--- src/rtl/core/box_filter_downscale_top_assert.svh ---
// ----------------------------------------------------------------------------
// Box filter downscaler assertion macros
// Checks run on clk and are disabled while rst is high.
// ----------------------------------------------------------------------------
`ifndef BOX_FILTER_DOWNSCALE_TOP_ASSERT_SVH
`define BOX_FILTER_DOWNSCALE_TOP_ASSERT_SVH

// Condition must never hold at a clock edge.
`define BFDS_NEVER(label, cond, msg) \
  label: assert property (@(posedge clk) disable iff (rst) !(cond)) else $error(msg);

// Antecedent implies the consequent in the next cycle.
`define BFDS_NEXT(label, ante, cons, msg) \
  label: assert property (@(posedge clk) disable iff (rst) (ante) |=> (cons)) else $error(msg);

`endif

--- src/rtl/core/bfds_queue.sv ---
// ----------------------------------------------------------------------------
// bfds_queue
// Small register-based first-in first-out queue.
// ----------------------------------------------------------------------------
`default_nettype none

module bfds_queue #(
  parameter int WIDTH = 8,
  parameter int DEPTH = 4
) (
  input  logic             clk,
  input  logic             rst,
  input  logic             push,
  input  logic [WIDTH-1:0] wdata,
  output logic             full,
  input  logic             pop,
  output logic [WIDTH-1:0] rdata,
  output logic             empty
);

  localparam int AW = $clog2(DEPTH);
  localparam int NW = $clog2(DEPTH + 1);

  logic [WIDTH-1:0] store [DEPTH];
  logic [AW-1:0]    wr_ptr;
  logic [AW-1:0]    rd_ptr;
  logic [NW-1:0]    count;
  logic             do_push;
  logic             do_pop;

  assign full    = (count == NW'(DEPTH));
  assign empty   = (count == '0);
  assign do_push = push && !full;
  assign do_pop  = pop && !empty;
  assign rdata   = store[rd_ptr];

  always_ff @(posedge clk) begin
    if (rst) begin
      wr_ptr <= '0;
      rd_ptr <= '0;
      count  <= '0;
    end else begin
      if (do_push) begin
        wr_ptr <= (wr_ptr == AW'(DEPTH - 1)) ? '0 : wr_ptr + AW'(1);
      end
      if (do_pop) begin
        rd_ptr <= (rd_ptr == AW'(DEPTH - 1)) ? '0 : rd_ptr + AW'(1);
      end
      if (do_push && !do_pop) begin
        count <= count + NW'(1);
      end else if (do_pop && !do_push) begin
        count <= count - NW'(1);
      end
    end
  end

  always_ff @(posedge clk) begin
    if (do_push) begin
      store[wr_ptr] <= wdata;
    end
  end

endmodule

`default_nettype wire

--- config.mk ---
export PLATFORM = sky130hd
export DESIGN_NAME = bfds_queue
export DESIGN_NICKNAME = d
export VERILOG_FILES = /design/src/rtl/core/box_filter_downscale_top_assert.svh /design/src/rtl/core/bfds_queue.sv
export SDC_FILE = /design/constraint.sdc
export NUM_CORES = 1
export LEC_CHECK = 0
export BUFFER_PORTS_ARGS = -buffer_cell sky130_fd_sc_hd__buf_2
export CAP_MARGIN = 20
export CORE_ASPECT_RATIO = 2
export CORE_MARGIN = 2
export CORE_UTILIZATION = 55
export CTS_CLUSTER_SIZE = 28
export DETAILED_ROUTE_END_ITERATION = 7
export PLACE_DENSITY_LB_ADDON = 0.1
export SLEW_MARGIN = 20
export SYNTH_ARGS = -nofsm -noshare
export SYNTH_HDL_FRONTEND = slang
export SYNTH_SLANG_ARGS = --single-unit
export TNS_END_PERCENT = 30
--- constraint.sdc ---
create_clock -name clk -period 4.58 [get_ports clk]
set_input_delay 0.458 -clock clk [delete_from_list [all_inputs] [get_ports clk]]
set_output_delay 0.458 -clock clk [all_outputs]
set_load 0.05 [all_outputs]
After elaboration in Yosys (flattened, before gate mapping):

Memories as Yosys holds them, arrays and structs flattened. A register that Yosys moved wholly into a read port is not among the register bits.
Cells that the tools add are included.

* register bits after elaboration: 7
* memory bits (writable): 32
* logic and storage cells: 29
* memories kept: 1

* $add $sub $neg: 4
* equal/unequal tests: 3
* multiplexer cells: 8
* reductions and logical operators: 10

Memory list
* store: depth 4, bits a word 8, rd ports 1, clocked after memory_dff 1, write ports 1, RTL line bfds_queue.sv:24 `logic [WIDTH-1:0] store [DEPTH];`

Operator list (number)
* $mux 2: 4
* $mux 3: 2
* $add 2x1->2 const B: 2
* $eq 2x2->1 const B: 2
* $logic_and 1x1->1: 4
* $logic_not 1->1: 4
* $add 3x1->3 const B: 1
* $eq 3x3->1 const B: 1
* $logic_not 3->1: 1
* $sub 3x1->3 const B: 1
* $mux 1: 2
* $reduce_bool 2->1: 1

Depth between registers and ports, before layout:

* depth in word-level cells: 7
* mapped depth: 10
* mapped depth without buffers: 9

Least setup slack after synthesis:

OpenSTA, ideal clock, no wires.

* path type: reg-to-reg
* start: register count[0]
* end: register count[2]
* library setup time: 70 ps
* arrival: 2188 ps
* data required time: 4510 ps
* setup slack: 2322 ps
* stages on the path, launching flop included: 11
* path through: dfxtp_1 -> or3b_1 -> buf_6 -> clkinv_4 -> nor2_2 -> ha_1 -> inv_1 -> fa_1 -> xor2_1 -> or3_2 -> a21oi_1

* longest elaborated chain between the ends: 6

RTL lines
* start: declaration: RTL line bfds_queue.sv:27 `logic [NW-1:0] count;`
* start signal: assignment: RTL line bfds_queue.sv:50 `count <= count + NW'(1);`
* start signal: assignment: RTL line bfds_queue.sv:52 `count <= count - NW'(1);`
* $eq 3x3->1 (*): RTL line bfds_queue.sv:31 `assign full = (count == NW'(DEPTH));`
* named net full: RTL line bfds_queue.sv:15 `output logic full,`
* $logic_not 1->1 (*): RTL line bfds_queue.sv:33 `assign do_push = push && !full;`
* $logic_and 1x1->1 (*): RTL line bfds_queue.sv:33
* named net do_push: RTL line bfds_queue.sv:28 `logic do_push;`
* $logic_not 1->1: RTL line bfds_queue.sv:51 `end else if (do_pop && !do_push) begin`
* $logic_and 1x1->1: RTL line bfds_queue.sv:51
* $reduce_bool 2->1 (no line)

The timed path passes the listed nets; every way through them passes the cells marked *. The select of a mux whose other input is x is not followed.
A chain may end at the register's enable or synchronous reset.

Worst setup path after layout:

* start: register count[0]
* end: register count[2]

* longest elaborated chain between the ends: 6

RTL lines (RTL line)
* $eq 3x3->1 (*): bfds_queue.sv:31
* $logic_not 1->1 (*): bfds_queue.sv:33
* $logic_and 1x1->1 (*): bfds_queue.sv:33
* named net do_push: bfds_queue.sv:28
* $logic_not 1->1: bfds_queue.sv:51
* $logic_and 1x1->1: bfds_queue.sv:51
* $reduce_bool 2->1 (no line)

Marked as above.

==> summary.txt <==
Setup path
  – R2R Setup Slk: 2.16 ns
  – RR Endpoint: count[2]
  – CP startpoint kind: flip-flop
  – Worst Reg-to-Reg Cells: 9
  – Critical Path Fanout Max: 7
  – Worst Setup EP: count[2]
  – Crit. End Element: flip-flop
  – Crit-path cells: or3b_1 -> clkinv_4 -> nor2_2 -> ha_1 -> inv_1 -> fa_1 -> xor2_1 -> or3_2 -> a21oi_1
  – Crit. Startpoint: count[0]
  – Worst EP arrival: 2.64 ns
  – Delay-heaviest family, CP: simple AND/OR/NAND/NOR gates
  – Worst r2r src: count[0]
  – CP peak stage delay: 0.45 ns
  – WS Path Type: flip-flop to flip-flop
  – Critical Path RT: 4.80 ns
  – CP bufs+invs: 2
  – Slowest CP cell: dfxtp_1
  – Worst path depth: 9

Drt
  – Antenna Nets Post-Route: 0
  – First-pass DRT Iterations: 4
  – Detailed Route Iter0 Violations: 10
  – Via Count: 841
  – Vias per Instance: 5.721
  – Final wirelength: 2464 µm
  – Wire per inst: 16.76 µm
  – Residual DRC: 0

Placed design
  – Post-DP HPWL: 1860 µm
  – RePlAce Congestion: 0.6632
  – Area after DPL: 0.001764 mm²
  – Placed cells: 139
  – Buffers on Ports: 21

Run status
  – Status: finished clean

Clock tree
  – Clk Tree Root Cell: clkbuf_8
  – Clock Latency Late Sink: 0.29 ns
  – Post-cts sizing count: 0
  – H-tree depth: 2
  – CTS tree: yes
  – Number of hold buffers added after cts: 0
  – CTS Buf Count: 5
  – Post-CTS setup buffers: 0
  – Clock Path Buffers: 2
  – Worst-path clk slew: 0.07 ns
  – Num Clock Sinks: 41

Floorplan
  – Ports: 22
  – Die height: 81.35 µm
  – Die width: 42.68 µm
  – Rows: 28
  – Core footprint: 0.002908 mm²
  – Die area: 0.003472 mm²
  – Initial core utilization: 56.58%

Timing
  – Final Max Slew Viols: 0
  – Period minus WS final: 2.422 ns
  – FMAX: 0.4130 GHz
  – Relative slew margins: 65.54%
  – Endpoints failing setup: 0
  – Worst Skew: 0.004230 ns
  – Fin Setup TNS: 0 ns
  – Hold Fails Final Rpt: 0
  – Measured slew at the worst slew-check pin: 0.5163 ns
  – Final Cycle Share: 52.87%
  – RSZ-0062 raised after global routing: no
  – Hold Slack: 0.3838 ns

Power
  – Power density over the cells: 597.5 mW/mm²
  – Leakage: 0.6987 nW
  – Peak VDD IR: 0.3421 mV

Flow run
  – Max Cap Viol: 0

Logic synthesis
  – Post-synthesis simple-gate area fraction: 5.703%
  – Cells after synthesis: 92
  – Synth cell types: 26
  – Flops & latches, synth: 41
  – Post-synth EDFFs: 32
  – Post-synthesis adder-cell area fraction: 5.779%
  – XOR/XNOR share of the synthesized area: 1.065%
  – Sequential area share after synthesis: 69.35%
  – Post-synth top area cell: edfxtp_1
  – Complex-gate fraction of the synthesized area: 3.042%
  – Synth area leaders: edfxtp_1, dfxtp_1, mux4_2
  – Synth Net Count: 111
  – Post-synth top cells: edfxtp_1, dfxtp_1, mux4_2
  – Post-synth top flop: edfxtp_1
  – Mux cell area share after synthesis: 12.17%
  – Mapped Area: 0.001645 mm²
  – Avg Cell Area, Syn: 17.88 µm²
  – Largest family of logic cells by synthesized area: multiplexers
  – Count leader, synth: edfxtp_1
  – Async SR Flop Fraction: 0%
  – Synth top area share: 58.40%
  – Yosys Warn Count: 0

Finish
  – Final Instance Area: 0.001871 mm²
  – Fin util: 64.33%
  – # diodes: 0
  – Fin cells: 147
  – Area Overhead vs Synth: 13.69%
  – Final nets: 135
  – Share of cells above drive strength 1: 37.61%

GRT
  – First-pass GRT wire length: 3988 µm
  – Number of global-route vias before repair: 884
  – GRT Total Usage: 16.57%
  – GRT overflow: 0
  – Largest net degree at the start of global routing: 13
  – Initial antenna violation count: 0

Worst hold path
  – Hold path depth: 1
  – Worst hold start: wdata[4]
  – Min-delay worst type: primary input to flip-flop
-- per-stage QoR --
step,worst slack [ns],power [mW]
finish,2.158,1.118
global route,1.997,1.173
CTS,2.135,1.133
detailed placement,2.169,0.8583
global placement,2.306,0.8458
floorplan,2.322,0.7869
-- sequential cells by signal (all words and copies together), names as in the netlist, named ones only --
signal / flops
store: 32
count: 3
rd_ptr: 2
wr_ptr: 2
-- logic make-up after synthesis --
kind of cell | count (synthesis)
DFF | 41
AOI/OAI and AO/OA | 7
xor gates and xnor gates | 2
buffers and inverters | 9
adders and majority gates | 7
muxes | 10
and+or+nand+nor | 16
-- layout make-up --
class | instances | area (µm²)
flip-flops and latches | 41 | 1141
fillers | 209 | 1037
multi-input cells | 42 | 456.7
repair buffers | 21 | 105.1
clock buffers | 6 | 72.57
well taps | 30 | 37.54
clock inverters | 2 | 33.78
inverters | 5 | 23.77
-- layer usage --
layer | track usage (%) | vias up | part of all wire, %
li1 | - | 398 | -
met1 | 15.49 | 416 | 36
met2 | 29.24 | 22 | 58
met3 | 5.333 | 5 | 4.6
met4 | 11.56 | 0 | 1.6
met5 | 0 | - | 0
-- worst min path at each step --
stage / endpoint / slack [ns]
2_1_floorplan: flip-flop / 0.46
3_3_place_gp: rd_ptr[0] / 0.48
3_5_place_dp: flip-flop / 0.49
4_1_cts: store[1][4] / 0.37
5_1_grt: store[1][4] / 0.37
6_report: store[2][4] / 0.38
-- where the power goes --
part	internal, mW	switching, mW
combinational	0.122	0.224
clock	0.161	0.114
sequential	0.454	0.0436
total	0.736	0.382
-- layout by cell type, fill, tap and decap left out --
master,count
clkinv_4,1
fa_1,1
o21ai_0,1
inv_1,4
and3_2,4
bufinv_16,1
clkinv_1,1
o21ai_1,1
nor2_1,3
nor2_2,1
nand2_1,1
clkbuf_1,1
nor3_1,2
ha_1,6
clkbuf_8,5
a21oi_1,3
or3_1,1
xor2_1,2
or3_2,1
mux4_2,8
buf_2,21
nand3_1,2
or3b_1,1
o31ai_2,2
mux2i_1,2
dfxtp_1,9
edfxtp_1,32
No activity file was read; power rests on OpenSTA's default activity.
