==> src/rtl/core/box_filter_downscale_top_assert.svh <==
// ----------------------------------------------------------------------------
// Box filter downscaler assertion macros
// Checks run on clk and are disabled while rst is high.
// ----------------------------------------------------------------------------
`ifndef BOX_FILTER_DOWNSCALE_TOP_ASSERT_SVH
`define BOX_FILTER_DOWNSCALE_TOP_ASSERT_SVH

// Condition must never hold at a clock edge.
`define BFDS_NEVER(label, cond, msg) \
  label: assert property (@(posedge clk) disable iff (rst) !(cond)) else $error(msg);

// Antecedent implies the consequent in the next cycle.
`define BFDS_NEXT(label, ante, cons, msg) \
  label: assert property (@(posedge clk) disable iff (rst) (ante) |=> (cons)) else $error(msg);

`endif

==> src/rtl/core/bfds_pkg.sv <==
// ----------------------------------------------------------------------------
// bfds_pkg
// Shared types and constants of the box filter downscaler.
// ----------------------------------------------------------------------------
`default_nettype none

package bfds_pkg;

  localparam int PIXEL_W        = 32;
  localparam int CHAN_W         = 8;
  localparam int CHANNELS       = 4;
  localparam int QUOT_W         = 8;
  localparam int CFG_DATA_W     = 13;
  localparam int CFG_INDEX_W    = 2;
  localparam int RATIO_FIELD_W  = 5;
  localparam int WIDTH_FIELD_W  = 11;
  localparam int HEIGHT_FIELD_W = 13;
  localparam int MAX_HEIGHT     = 4096;
  localparam int ROW_W          = 12;
  localparam int ROW_END_W      = HEIGHT_FIELD_W + 1;

  typedef enum logic [CFG_INDEX_W-1:0] {
    REG_BLOCK_RATIO   = 2'd0,
    REG_SOURCE_WIDTH  = 2'd1,
    REG_SOURCE_HEIGHT = 2'd2
  } cfg_reg_t;

  // Per-request control: first pixel of a block, block complete, final block.
  typedef struct packed {
    logic first;
    logic emit;
    logic last;
  } op_flags_t;

endpackage

`default_nettype wire

==> src/rtl/core/bfds_front.sv <==
// ----------------------------------------------------------------------------
// bfds_front
// Raster position tracking; classifies each source pixel against its block.
// ----------------------------------------------------------------------------
`default_nettype none

module bfds_front #(
  parameter int MAX_WIDTH = 1024,
  parameter int MAX_RATIO = 16
) (
  input  logic                                  clk,
  input  logic                                  rst,
  input  logic                                  restart,
  input  logic [$clog2(MAX_RATIO+1)-1:0]        ratio_restart,
  input  logic [$clog2(MAX_RATIO+1)-1:0]        ratio,
  input  logic [$clog2(MAX_WIDTH+1)-1:0]        width,
  input  logic [bfds_pkg::HEIGHT_FIELD_W-1:0]   height,
  input  logic                                  push,
  output logic                                  op_valid,
  output logic [$clog2(MAX_WIDTH)-1:0]          op_column,
  output logic [bfds_pkg::ROW_W-1:0]            op_row,
  output bfds_pkg::op_flags_t                   op_flags
);

  localparam int RW  = $clog2(MAX_RATIO + 1);
  localparam int WW  = $clog2(MAX_WIDTH + 1);
  localparam int CW  = $clog2(MAX_WIDTH);
  localparam int IW  = $clog2(MAX_RATIO);
  localparam int EW  = WW + 1;
  localparam int REW = bfds_pkg::ROW_END_W;

  logic [CW-1:0]                  source_column;
  logic [bfds_pkg::ROW_W-1:0]     source_row;
  logic [IW-1:0]                  column_in_block;
  logic [IW-1:0]                  row_in_block;
  logic [CW-1:0]                  block_column;
  logic [bfds_pkg::ROW_W-1:0]     block_row;
  logic [EW-1:0]                  block_end;
  logic [REW-1:0]                 row_end;

  logic col_fits;
  logic row_fits;
  logic cib_last;
  logic rib_last;
  logic col_wrap;
  logic row_wrap;

  // Block end is the source column just right of the current block.
  assign col_fits = (block_end <= EW'(width));
  assign row_fits = (row_end <= REW'(height));
  assign cib_last = (column_in_block == IW'(ratio - RW'(1)));
  assign rib_last = (row_in_block == IW'(ratio - RW'(1)));
  assign col_wrap = (source_column == CW'(width - WW'(1)));
  assign row_wrap = (source_row == bfds_pkg::ROW_W'(height - bfds_pkg::HEIGHT_FIELD_W'(1)));

  assign op_valid       = push && col_fits && row_fits;
  assign op_column      = block_column;
  assign op_row         = block_row;
  assign op_flags.first = (row_in_block == '0) && (column_in_block == '0);
  assign op_flags.emit  = cib_last && rib_last;
  assign op_flags.last  = (block_end + EW'(ratio) > EW'(width)) &&
                          (row_end + REW'(ratio) > REW'(height));

  always_ff @(posedge clk) begin
    if (rst) begin
      source_column   <= '0;
      source_row      <= '0;
      column_in_block <= '0;
      row_in_block    <= '0;
      block_column    <= '0;
      block_row       <= '0;
      block_end       <= EW'(1);
      row_end         <= REW'(1);
    end else if (restart) begin
      source_column   <= '0;
      source_row      <= '0;
      column_in_block <= '0;
      row_in_block    <= '0;
      block_column    <= '0;
      block_row       <= '0;
      block_end       <= EW'(ratio_restart);
      row_end         <= REW'(ratio_restart);
    end else if (push) begin
      if (col_wrap) begin
        source_column   <= '0;
        column_in_block <= '0;
        block_column    <= '0;
        block_end       <= EW'(ratio);
        if (row_wrap) begin
          source_row   <= '0;
          row_in_block <= '0;
          block_row    <= '0;
          row_end      <= REW'(ratio);
        end else begin
          source_row <= source_row + bfds_pkg::ROW_W'(1);
          if (rib_last) begin
            row_in_block <= '0;
            block_row    <= block_row + bfds_pkg::ROW_W'(1);
            row_end      <= row_end + REW'(ratio);
          end else begin
            row_in_block <= row_in_block + IW'(1);
          end
        end
      end else begin
        source_column <= source_column + CW'(1);
        if (cib_last) begin
          column_in_block <= '0;
          block_column    <= block_column + CW'(1);
          block_end       <= block_end + EW'(ratio);
        end else begin
          column_in_block <= column_in_block + IW'(1);
        end
      end
    end
  end

endmodule

`default_nettype wire

==> config.mk <==
export PLATFORM = sky130hd
export DESIGN_NAME = bfds_front
export DESIGN_NICKNAME = d
export VERILOG_FILES = /design/src/rtl/core/box_filter_downscale_top_assert.svh /design/src/rtl/core/bfds_pkg.sv /design/src/rtl/core/bfds_front.sv
export SDC_FILE = /design/constraint.sdc
export NUM_CORES = 1
export LEC_CHECK = 0
export BUFFER_PORTS_ARGS = -buffer_cell sky130_fd_sc_hd__buf_2
export CAP_MARGIN = 30
export CORE_ASPECT_RATIO = 0.6
export CORE_MARGIN = 4
export CORE_UTILIZATION = 46
export DETAILED_ROUTE_END_ITERATION = 10
export GPL_TIMING_DRIVEN = 0
export PLACE_DENSITY_LB_ADDON = 0.1
export SYNTH_ARGS = -nofsm -noshare
export SYNTH_HDL_FRONTEND = slang
export SYNTH_SLANG_ARGS = --single-unit
==> constraint.sdc <==
create_clock -name clk -period 3.9 [get_ports clk]
set_input_delay 0.195 -clock clk [delete_from_list [all_inputs] [get_ports clk]]
set_output_delay 0.195 -clock clk [all_outputs]
set_load 0.01 [all_outputs]
* Word-level counts from Yosys, hierarchy flattened *
Index checks and enable logic that the tools add are counted.

word-level totals
  register bits = 78
  bits of input ports = 38
  output and inout bits = 26

cells by class
  $add $sub $neg = 11
  magnitude comparators = 4
  equal/unequal tests = 4
  multiplexer cells = 19
  reduce and logical (&&, ||, !) cells = 19

operators by type and width
  kind                     count
  $mux W12                 5
  $mux W10                 3
  $mux W14                 2
  $mux W5                  5
  $add A12 B1 Y12 const B  2
  $add A10 B1 Y10 const B  2
  $mux W4                  4
  $add A14 B5 Y14          1
  $gt A14 B13 Y1           1
  $le A14 B13 Y1           1
  $add A12 B5 Y12          1
  $eq A12 B12 Y1           1
  $gt A12 B11 Y1           1
  $le A12 B11 Y1           1
  $sub A12 B1 Y12 const B  1
  $eq A10 B10 Y1           1
  $sub A10 B1 Y10 const B  1
  $add A4 B1 Y4 const B    2
  $eq A4 B4 Y1             2
  $logic_not A4 Y1         2
  $reduce_bool A2 Y1       4
  $reduce_and A2 Y1        3
  $reduce_and A3 Y1        2
  $reduce_bool A3 Y1       2
  other kinds (3)          7

* Longest topological paths before layout *
Gate-level depths: netlist of the first run.

  word-level depth = 7
  mapped depth = 18

* Worst setup path before layout of the first run *
OpenSTA, ideal clock, no wires.

  path type = register to output
  start point = register row_end[0]
  end point = output op_flags[0] in the netlist's numbering
  data arrival time = 3023 ps
  required time = 3705 ps
  setup slack = 682 ps
  cell stages (with the launch flop) = 19
  path buffers = 0
  cell sequence = dfxtp_1 ha_1 inv_1 fa_1 nor2b_1 o21ai_0 a21boi_0 o21ai_0 nor2_1 xor2_1 ha_1 a21o_1 a21o_1 a21oi_1 nor2b_1 o21ai_0 o21ai_0 o32ai_1 a21oi_1

RTL lines
  element                 RTL line          RTL
  start, declared         bfds_front.sv:39  logic [REW-1:0] row_end;
  start signal, assigned  bfds_front.sv:82  row_end <= REW'(ratio_restart);
  start signal, assigned  bfds_front.sv:93  row_end <= REW'(ratio);
  start signal, assigned  bfds_front.sv:99  row_end <= row_end + REW'(ratio);
  end, declared           bfds_front.sv:22  output bfds_pkg::op_flags_t op_flags

==> results.ini, run 1 <==
[outcome]
status=completed

[clock_network]
h-tree-depth=3
cts_hold_buf=0
root_buffer=clkbuf_16
clock_latency_ns=0.34
cts_buffer_depth=2
cts.sinks=78
numCtsBuffers=9
clk_transition_reported_paths_ns=0.07
cts_tree=done

[detailed_routing]
post-route-drc-count=0
initialDrtViolationCount=435
wl_met3_um=1350
post_drt_wl_per_cell_um=18.2
drtPass1Iterations=5
vias_per_cell=5.83
drt-met1-wl_um=9890
final_antenna_net_count=0
vias=6010
route.met2.wl_um=7350
top_layer_used=met4
wirelength_um=18800

[die]
die_y_um=98.3
ios=64
start_util_pct=47.9
die_area_mm2=0.0156
core_area_mm2=0.0131
rows=32
die_x_um=159

[worst_setup_path]
r2r_slack_ns=0.40
critPathKind=flop to output pin
slowest_delay_ns=0.36
crit_path_start_kind=flop
crit_chain=ha_1 -> a21o_1 -> a21oi_2 -> o21ai_0 -> a21oi_2 -> nor2b_2 -> nand2_1 -> xnor2_1 -> ha_1 -> nand2_1 -> nor4_4 -> a21oi_2 -> a21oi_2 -> a21oi_2 -> buf_2
cp.required_ns=3.70
arrival_ns=3.52
endpoint_kind=output pin
crit_path_frequent_cell=a21oi_2
crit_fanout=5
cp_slowest_cell=nor4_4

[hold_path]
hold_path.class=primary input to flop

[global_routing]
grt_pass1_vias=5732
grt_start_max_net_pins=16
grt_pass1_wl_um=30100
grt_overflow=0
grtUsageTotal_pct=24.3
antenna_found_initial=0

[synth]
synth-compound-area-share_pct=17.3
synth-async-reset-ratio_pct=0
synth_seq_area_share_pct=25.0
synthAdderAreaFrac_pct=14.4
netlist_area_mm2=0.00626
synthFlopType=dfxtp_1
syn_avg_cell_area_um2=8.07
ys.warnings.count=0
synth_mux_area_share_pct=1.38
synth_xor_area_share_pct=12.8
syn_nets=884
synth_top_family_by_area=simple AND/OR/NAND/NOR gates
ys_ff_latch=78
yosys.cell_types.count=77
synth_edf_count=0
yosys.area_share.simple_pct=24.2
synthesis.instances=775

[placement]
routabilityCongestion=0.885
preCtsSetupSlack_ns=-0.0732
dp.cells=1005
dp_hpwl_um=14700
io_buffers=60

[power_and_ir_drop]
irDropWorstVdd_mv=0.220
power_mw=2.10
power.density_mw_per_mm2=289
power_leakage_nw=3.25

[cells_and_area]
drive_above_1_share_pct=16.5
fin_nets=964
areaGrowthSynthToFinish_pct=16.0
fin_cells=1030
antennaDiodeCount=0

[sta]
layout_setup_ws_ns=0.181
hold_violations=0
min_period_ns=3.72
worst_pin_slew_ns=0.765
timing.fmax_mhz=269
setup_violations=0
slew_headroom_pct=48.6
finalMaxSlewViolations=0
fin_tns_setup_ns=0
final.period_utilization_pct=95.3
skew_ns=0.00564

[job]
cap_violations=0

-- registers in the layout, summed over array words and instances, names as in the netlist --
register         cells
row_end             14
block_end           12
op_row              12
source_row          12
op_column           10
source_column       10
column_in_block      4
row_in_block         4
-- per-layer routing --
| metal | global-route usage (%) | vias to the layer above |
|---|---|---|
| met3 | 6.64 | 21 |
| li1 | - | 2945 |
| met2 | 32.1 | 188 |
| met1 | 38.5 | 2856 |
| met4 | 4.98 | 0 |
| met5 | 0 | - |
-- worst max-delay path: cells and delay by family, from the launching register on --
family,cells,cell delay (ns)
AO/OA/AOI/OAI,7,1.27
AND/OR/NAND/NOR,4,0.69
adder cells (fa/ha/maj),2,0.61
flip-flops,1,0.35
buffers and inverters,1,0.15
XOR/XNOR,1,0.11
-- synth_stat cells, types with 4 or more instances --
cell type | instances | area (um^2)
a21o_1 | 6 | 45.0
a21oi_1 | 50 | 250
a22o_1 | 5 | 43.8
a31oi_1 | 7 | 43.8
and2_1 | 5 | 31.3
and3_1 | 18 | 113
buf_2 | 4 | 20.0
clkbuf_1 | 12 | 45.0
dfxtp_1 | 78 | 1560
ha_1 | 69 | 863
inv_1 | 56 | 210
mux2i_1 | 6 | 60.1
nand2_1 | 49 | 184
nand2b_1 | 6 | 37.5
nand3_1 | 23 | 115
nand4_1 | 33 | 206
nor2_1 | 85 | 319
nor2b_1 | 14 | 87.6
nor3_1 | 10 | 50.1
nor3b_1 | 5 | 37.5
nor4_1 | 8 | 50.1
o21a_1 | 6 | 45.0
o21ai_0 | 42 | 210
o31ai_1 | 13 | 97.6
or2_2 | 4 | 25.0
or3_1 | 5 | 31.3
xnor2_1 | 31 | 272
xor2_1 | 58 | 508
-- report_power, final --
group          total [mW]  switching (mW)  internal (mW)
clock network       0.890           0.384          0.506
logic               0.393           0.236          0.157
registers           0.814         0.00887          0.805
total                2.10           0.629           1.47
-- what timing repair did --
item | in CTS | in global routing
buffers inserted | 0 | 9
hold endpoints to repair | 0 | 0
pin swaps | 3 | 14
gates resized for setup | 12 | 25
endpoints found under the setup margin | 1 | 1
-- cells by family after synthesis --
family                     count (synthesis)
AOI/OAI and AO/OA                        165
xor gates and xnor gates                  90
DFF                                       78
adders and majority gates                 71
muxes                                      8
buffers and inverters                     76
and+or+nand+nor                          287
-- cell usage in the layout, fill, tap and decap left out, types with 33 or more instances in the layout --
cell type,instances
nand4_1,33
ha_1,67
o21ai_0,36
xor2_1,58
dfxtp_1,76
inv_1,56
nand2_1,48
a21oi_1,43
buf_2,64
nor2_1,84
-- path summary, 6_finish.rpt --
check,startpoint,end,depth (start not counted)
max,block_end[1]$_SDFFE_PP0P_,op_flags[0],15
min,ratio_restart[0],row_end[0]$_SDFFE_PP1P_,3
max reg2reg,source_row[5]$_SDFFE_PP0P_,row_end[5]$_SDFFE_PP0P_,8
min reg2reg,op_row[11]$_SDFFE_PP0P_,op_row[11]$_SDFFE_PP0P_,2
-- stage by stage --
stage | cell area, um^2 | utilization (%) | hold WS (ns)
finish | 7260 | 55.6 | 0.130
global route | 7260 | 55.6 | 0.128
CTS | 7110 | 54.5 | 0.113
detailed placement | 6770 | 51.9 | 0.473
global placement | 6770 | 51.9 | 0.453
floorplan | 6260 | - | 0.335
-- cell type report --
cell class,instances,area [um^2]
timing repair buffer,69,368
multi-input combinational,621,4510
sequential,78,1560
fill,1228,5790
buffer,19,91.3
clock buffer,9,225
clock inverter,7,78.8
tap,170,213
inverter,57,214
No activity file was read; power rests on OpenSTA's default activity.
==> run 2, diff against run 1 <==
Settings changed: CORE_ASPECT_RATIO 0.6 to 2.
==> run 2 against run 1 <==
  * Register-to-register slack gained 0.22 ns
  * Sequential share of layout area up 0.061 points
  * Combinational power is 5.6% lower
  * Clock power is 0.8% higher
  * Final cell count shrank 1.1%
  * Critical endpoint unchanged
  * Largest power group unchanged
==> results.ini, run 2 (synthesis results as in run 1) <==
[outcome]
status=completed

[worst_setup_path]
cp.required_ns=3.70
r2r_slack_ns=0.62
crit_fanout=5
arrival_ns=3.51
crit_path_start_kind=flop
endpoint_kind=output pin
reg2reg_depth=8
r2r_end=row_end[5]$_SDFFE_PP0P_
critPathKind=flop to output pin
crit-reg2reg-launch=source_row[5]$_SDFFE_PP0P_

[sta]
final.period_utilization_pct=94.9
slew_headroom_pct=50.9
min_period_ns=3.70
hold_violations=0
worst_pin_slew_ns=0.731
rsz0062_at_grt=yes
skew_ns=0.00964
layout_setup_ws_ns=0.198
timing.fmax_mhz=270
setup_violations=0
finalMaxSlewViolations=0

[detailed_routing]
wirelength_um=18300
vias=5908
drtPass1Iterations=5
post-route-drc-count=0
initialDrtViolationCount=226
vias_per_cell=5.80
post_drt_wl_per_cell_um=18.0
final_antenna_net_count=0

[cells_and_area]
antennaDiodeCount=0
mostFrequentLayoutCells=nor2_1 (84), dfxtp_1 (77), ha_1 (68)
regMostFlops=row_end
fin_nets=968
drive_above_1_share_pct=16.0
largest_register_ffs=14
design_area_mm2=0.00723
final_common_cell=nor2_1
areaGrowthSynthToFinish_pct=15.6

[job]
cap_violations=0

[placement]
preCtsSetupSlack_ns=-0.147
io_buffers=60
dp_hpwl_um=14800
routabilityCongestion=0.880
place_area_mm2=0.00675

[clock_network]
h-tree-depth=3
cts_tree=done
clk_transition_reported_paths_ns=0.07
root_buffer=clkbuf_16
numCtsBuffers=9
cts_buffer_depth=2
clock_latency_ns=0.35
cts.sinks=78
cts_hold_buf=0

[global_routing]
grt_pass1_vias=5891
grtUsageTotal_pct=23.4
grt_overflow=0
grt_pass1_wl_um=29500
grt_start_max_net_pins=16
antenna_found_initial=0

[die]
rows=60
die_y_um=173
core_area_mm2=0.0134
die_x_um=90.5
ios=64
start_util_pct=46.8
die_area_mm2=0.0156

[hold_path]
hold_path.class=primary input to flop
worst_hold_startpoint=ratio_restart[0]
holdPathEnd=row_end[0]$_SDFFE_PP1P_
min_path_cells=3

[power_and_ir_drop]
power.density_mw_per_mm2=288
power_leakage_nw=3.27
irDropWorstVdd_mv=0.237

run 2: how the worst max path moves through the flow:
| stage | from | endpoint | cells after the start |
|---|---|---|---|
| global route | row_end[0]$_SDFFE_PP1P_ | op_flags[0] | 19 |
| CTS | row_end[0]$_SDFFE_PP1P_ | op_flags[0] | 19 |
| floorplan | row_end[0]$_SDFFE_PP1P_ | op_flags[0] | 18 |
| global placement | ratio[0] | op_flags[0] | 20 |
| finish | block_end[0]$_SDFFE_PP1P_ | op_flags[0] | 17 |
| detailed placement | ratio[0] | op_flags[0] | 20 |
run 2: what timing repair did:
item	CTS	global route
endpoints found under the setup margin	1	1
gates resized for setup	11	15
setup buffers	8	5
pin swaps	3	13
cloned	0	0
run 2: routing by layer:
metal / share of wire, % / up-vias / GRT usage, % / wire [um]
met1: 36 / 2796 / 22.9 / 6610
met2: 57 / 121 / 46.5 / 10300
met4: 4.7 / 0 / 11.9 / 855
li1: - / 2947 / - / -
met3: 2.7 / 44 / 2.70 / 487
met5: 0 / - / 0 / 0
run 2: where the power goes:
part           switching (mW)  internal, mW
clock network           0.392         0.505
registers             0.00881         0.805
logic                   0.222         0.149
run 2: cell type report:
type	count	area [um^2]
fillers	1316	6130
multi-input cells	621	4470
flip-flops and latches	78	1560
repair buffers	73	398
clock buffers	9	225
inverters	57	214
well taps	155	194
plain buffers	19	91.3
clock inverters	7	80.1
run 2: critical path, cell delays in order (launching register included):
cell     delay [ns]
dfxtp_1        0.35
ha_1           0.17
inv_1          0.05
fa_1           0.40
inv_1          0.07
a21oi_1        0.07
o21ai_1        0.19
and2_1         0.15
o21a_2         0.18
nand3_1        0.10
xnor2_1        0.17
ha_1           0.28
nand2_1        0.10
nor4_4         0.31
a21oi_1        0.12
a21oi_2        0.20
a21oi_1        0.07
buf_2          0.15
run 2: through the flow:
stage               total power, mW  setup TNS [ns]  instances  util, %  hold slack (ns)
floorplan                      1.07               0        775        -            0.335
global placement               1.17          -0.108        990     50.5            0.466
detailed placement             1.19          -0.147        990     50.5            0.472
CTS                            2.09               0       1014     53.5            0.116
global route                   2.17         -0.0544       1019     54.1            0.152
finish                         2.08               0       1019     54.1            0.126
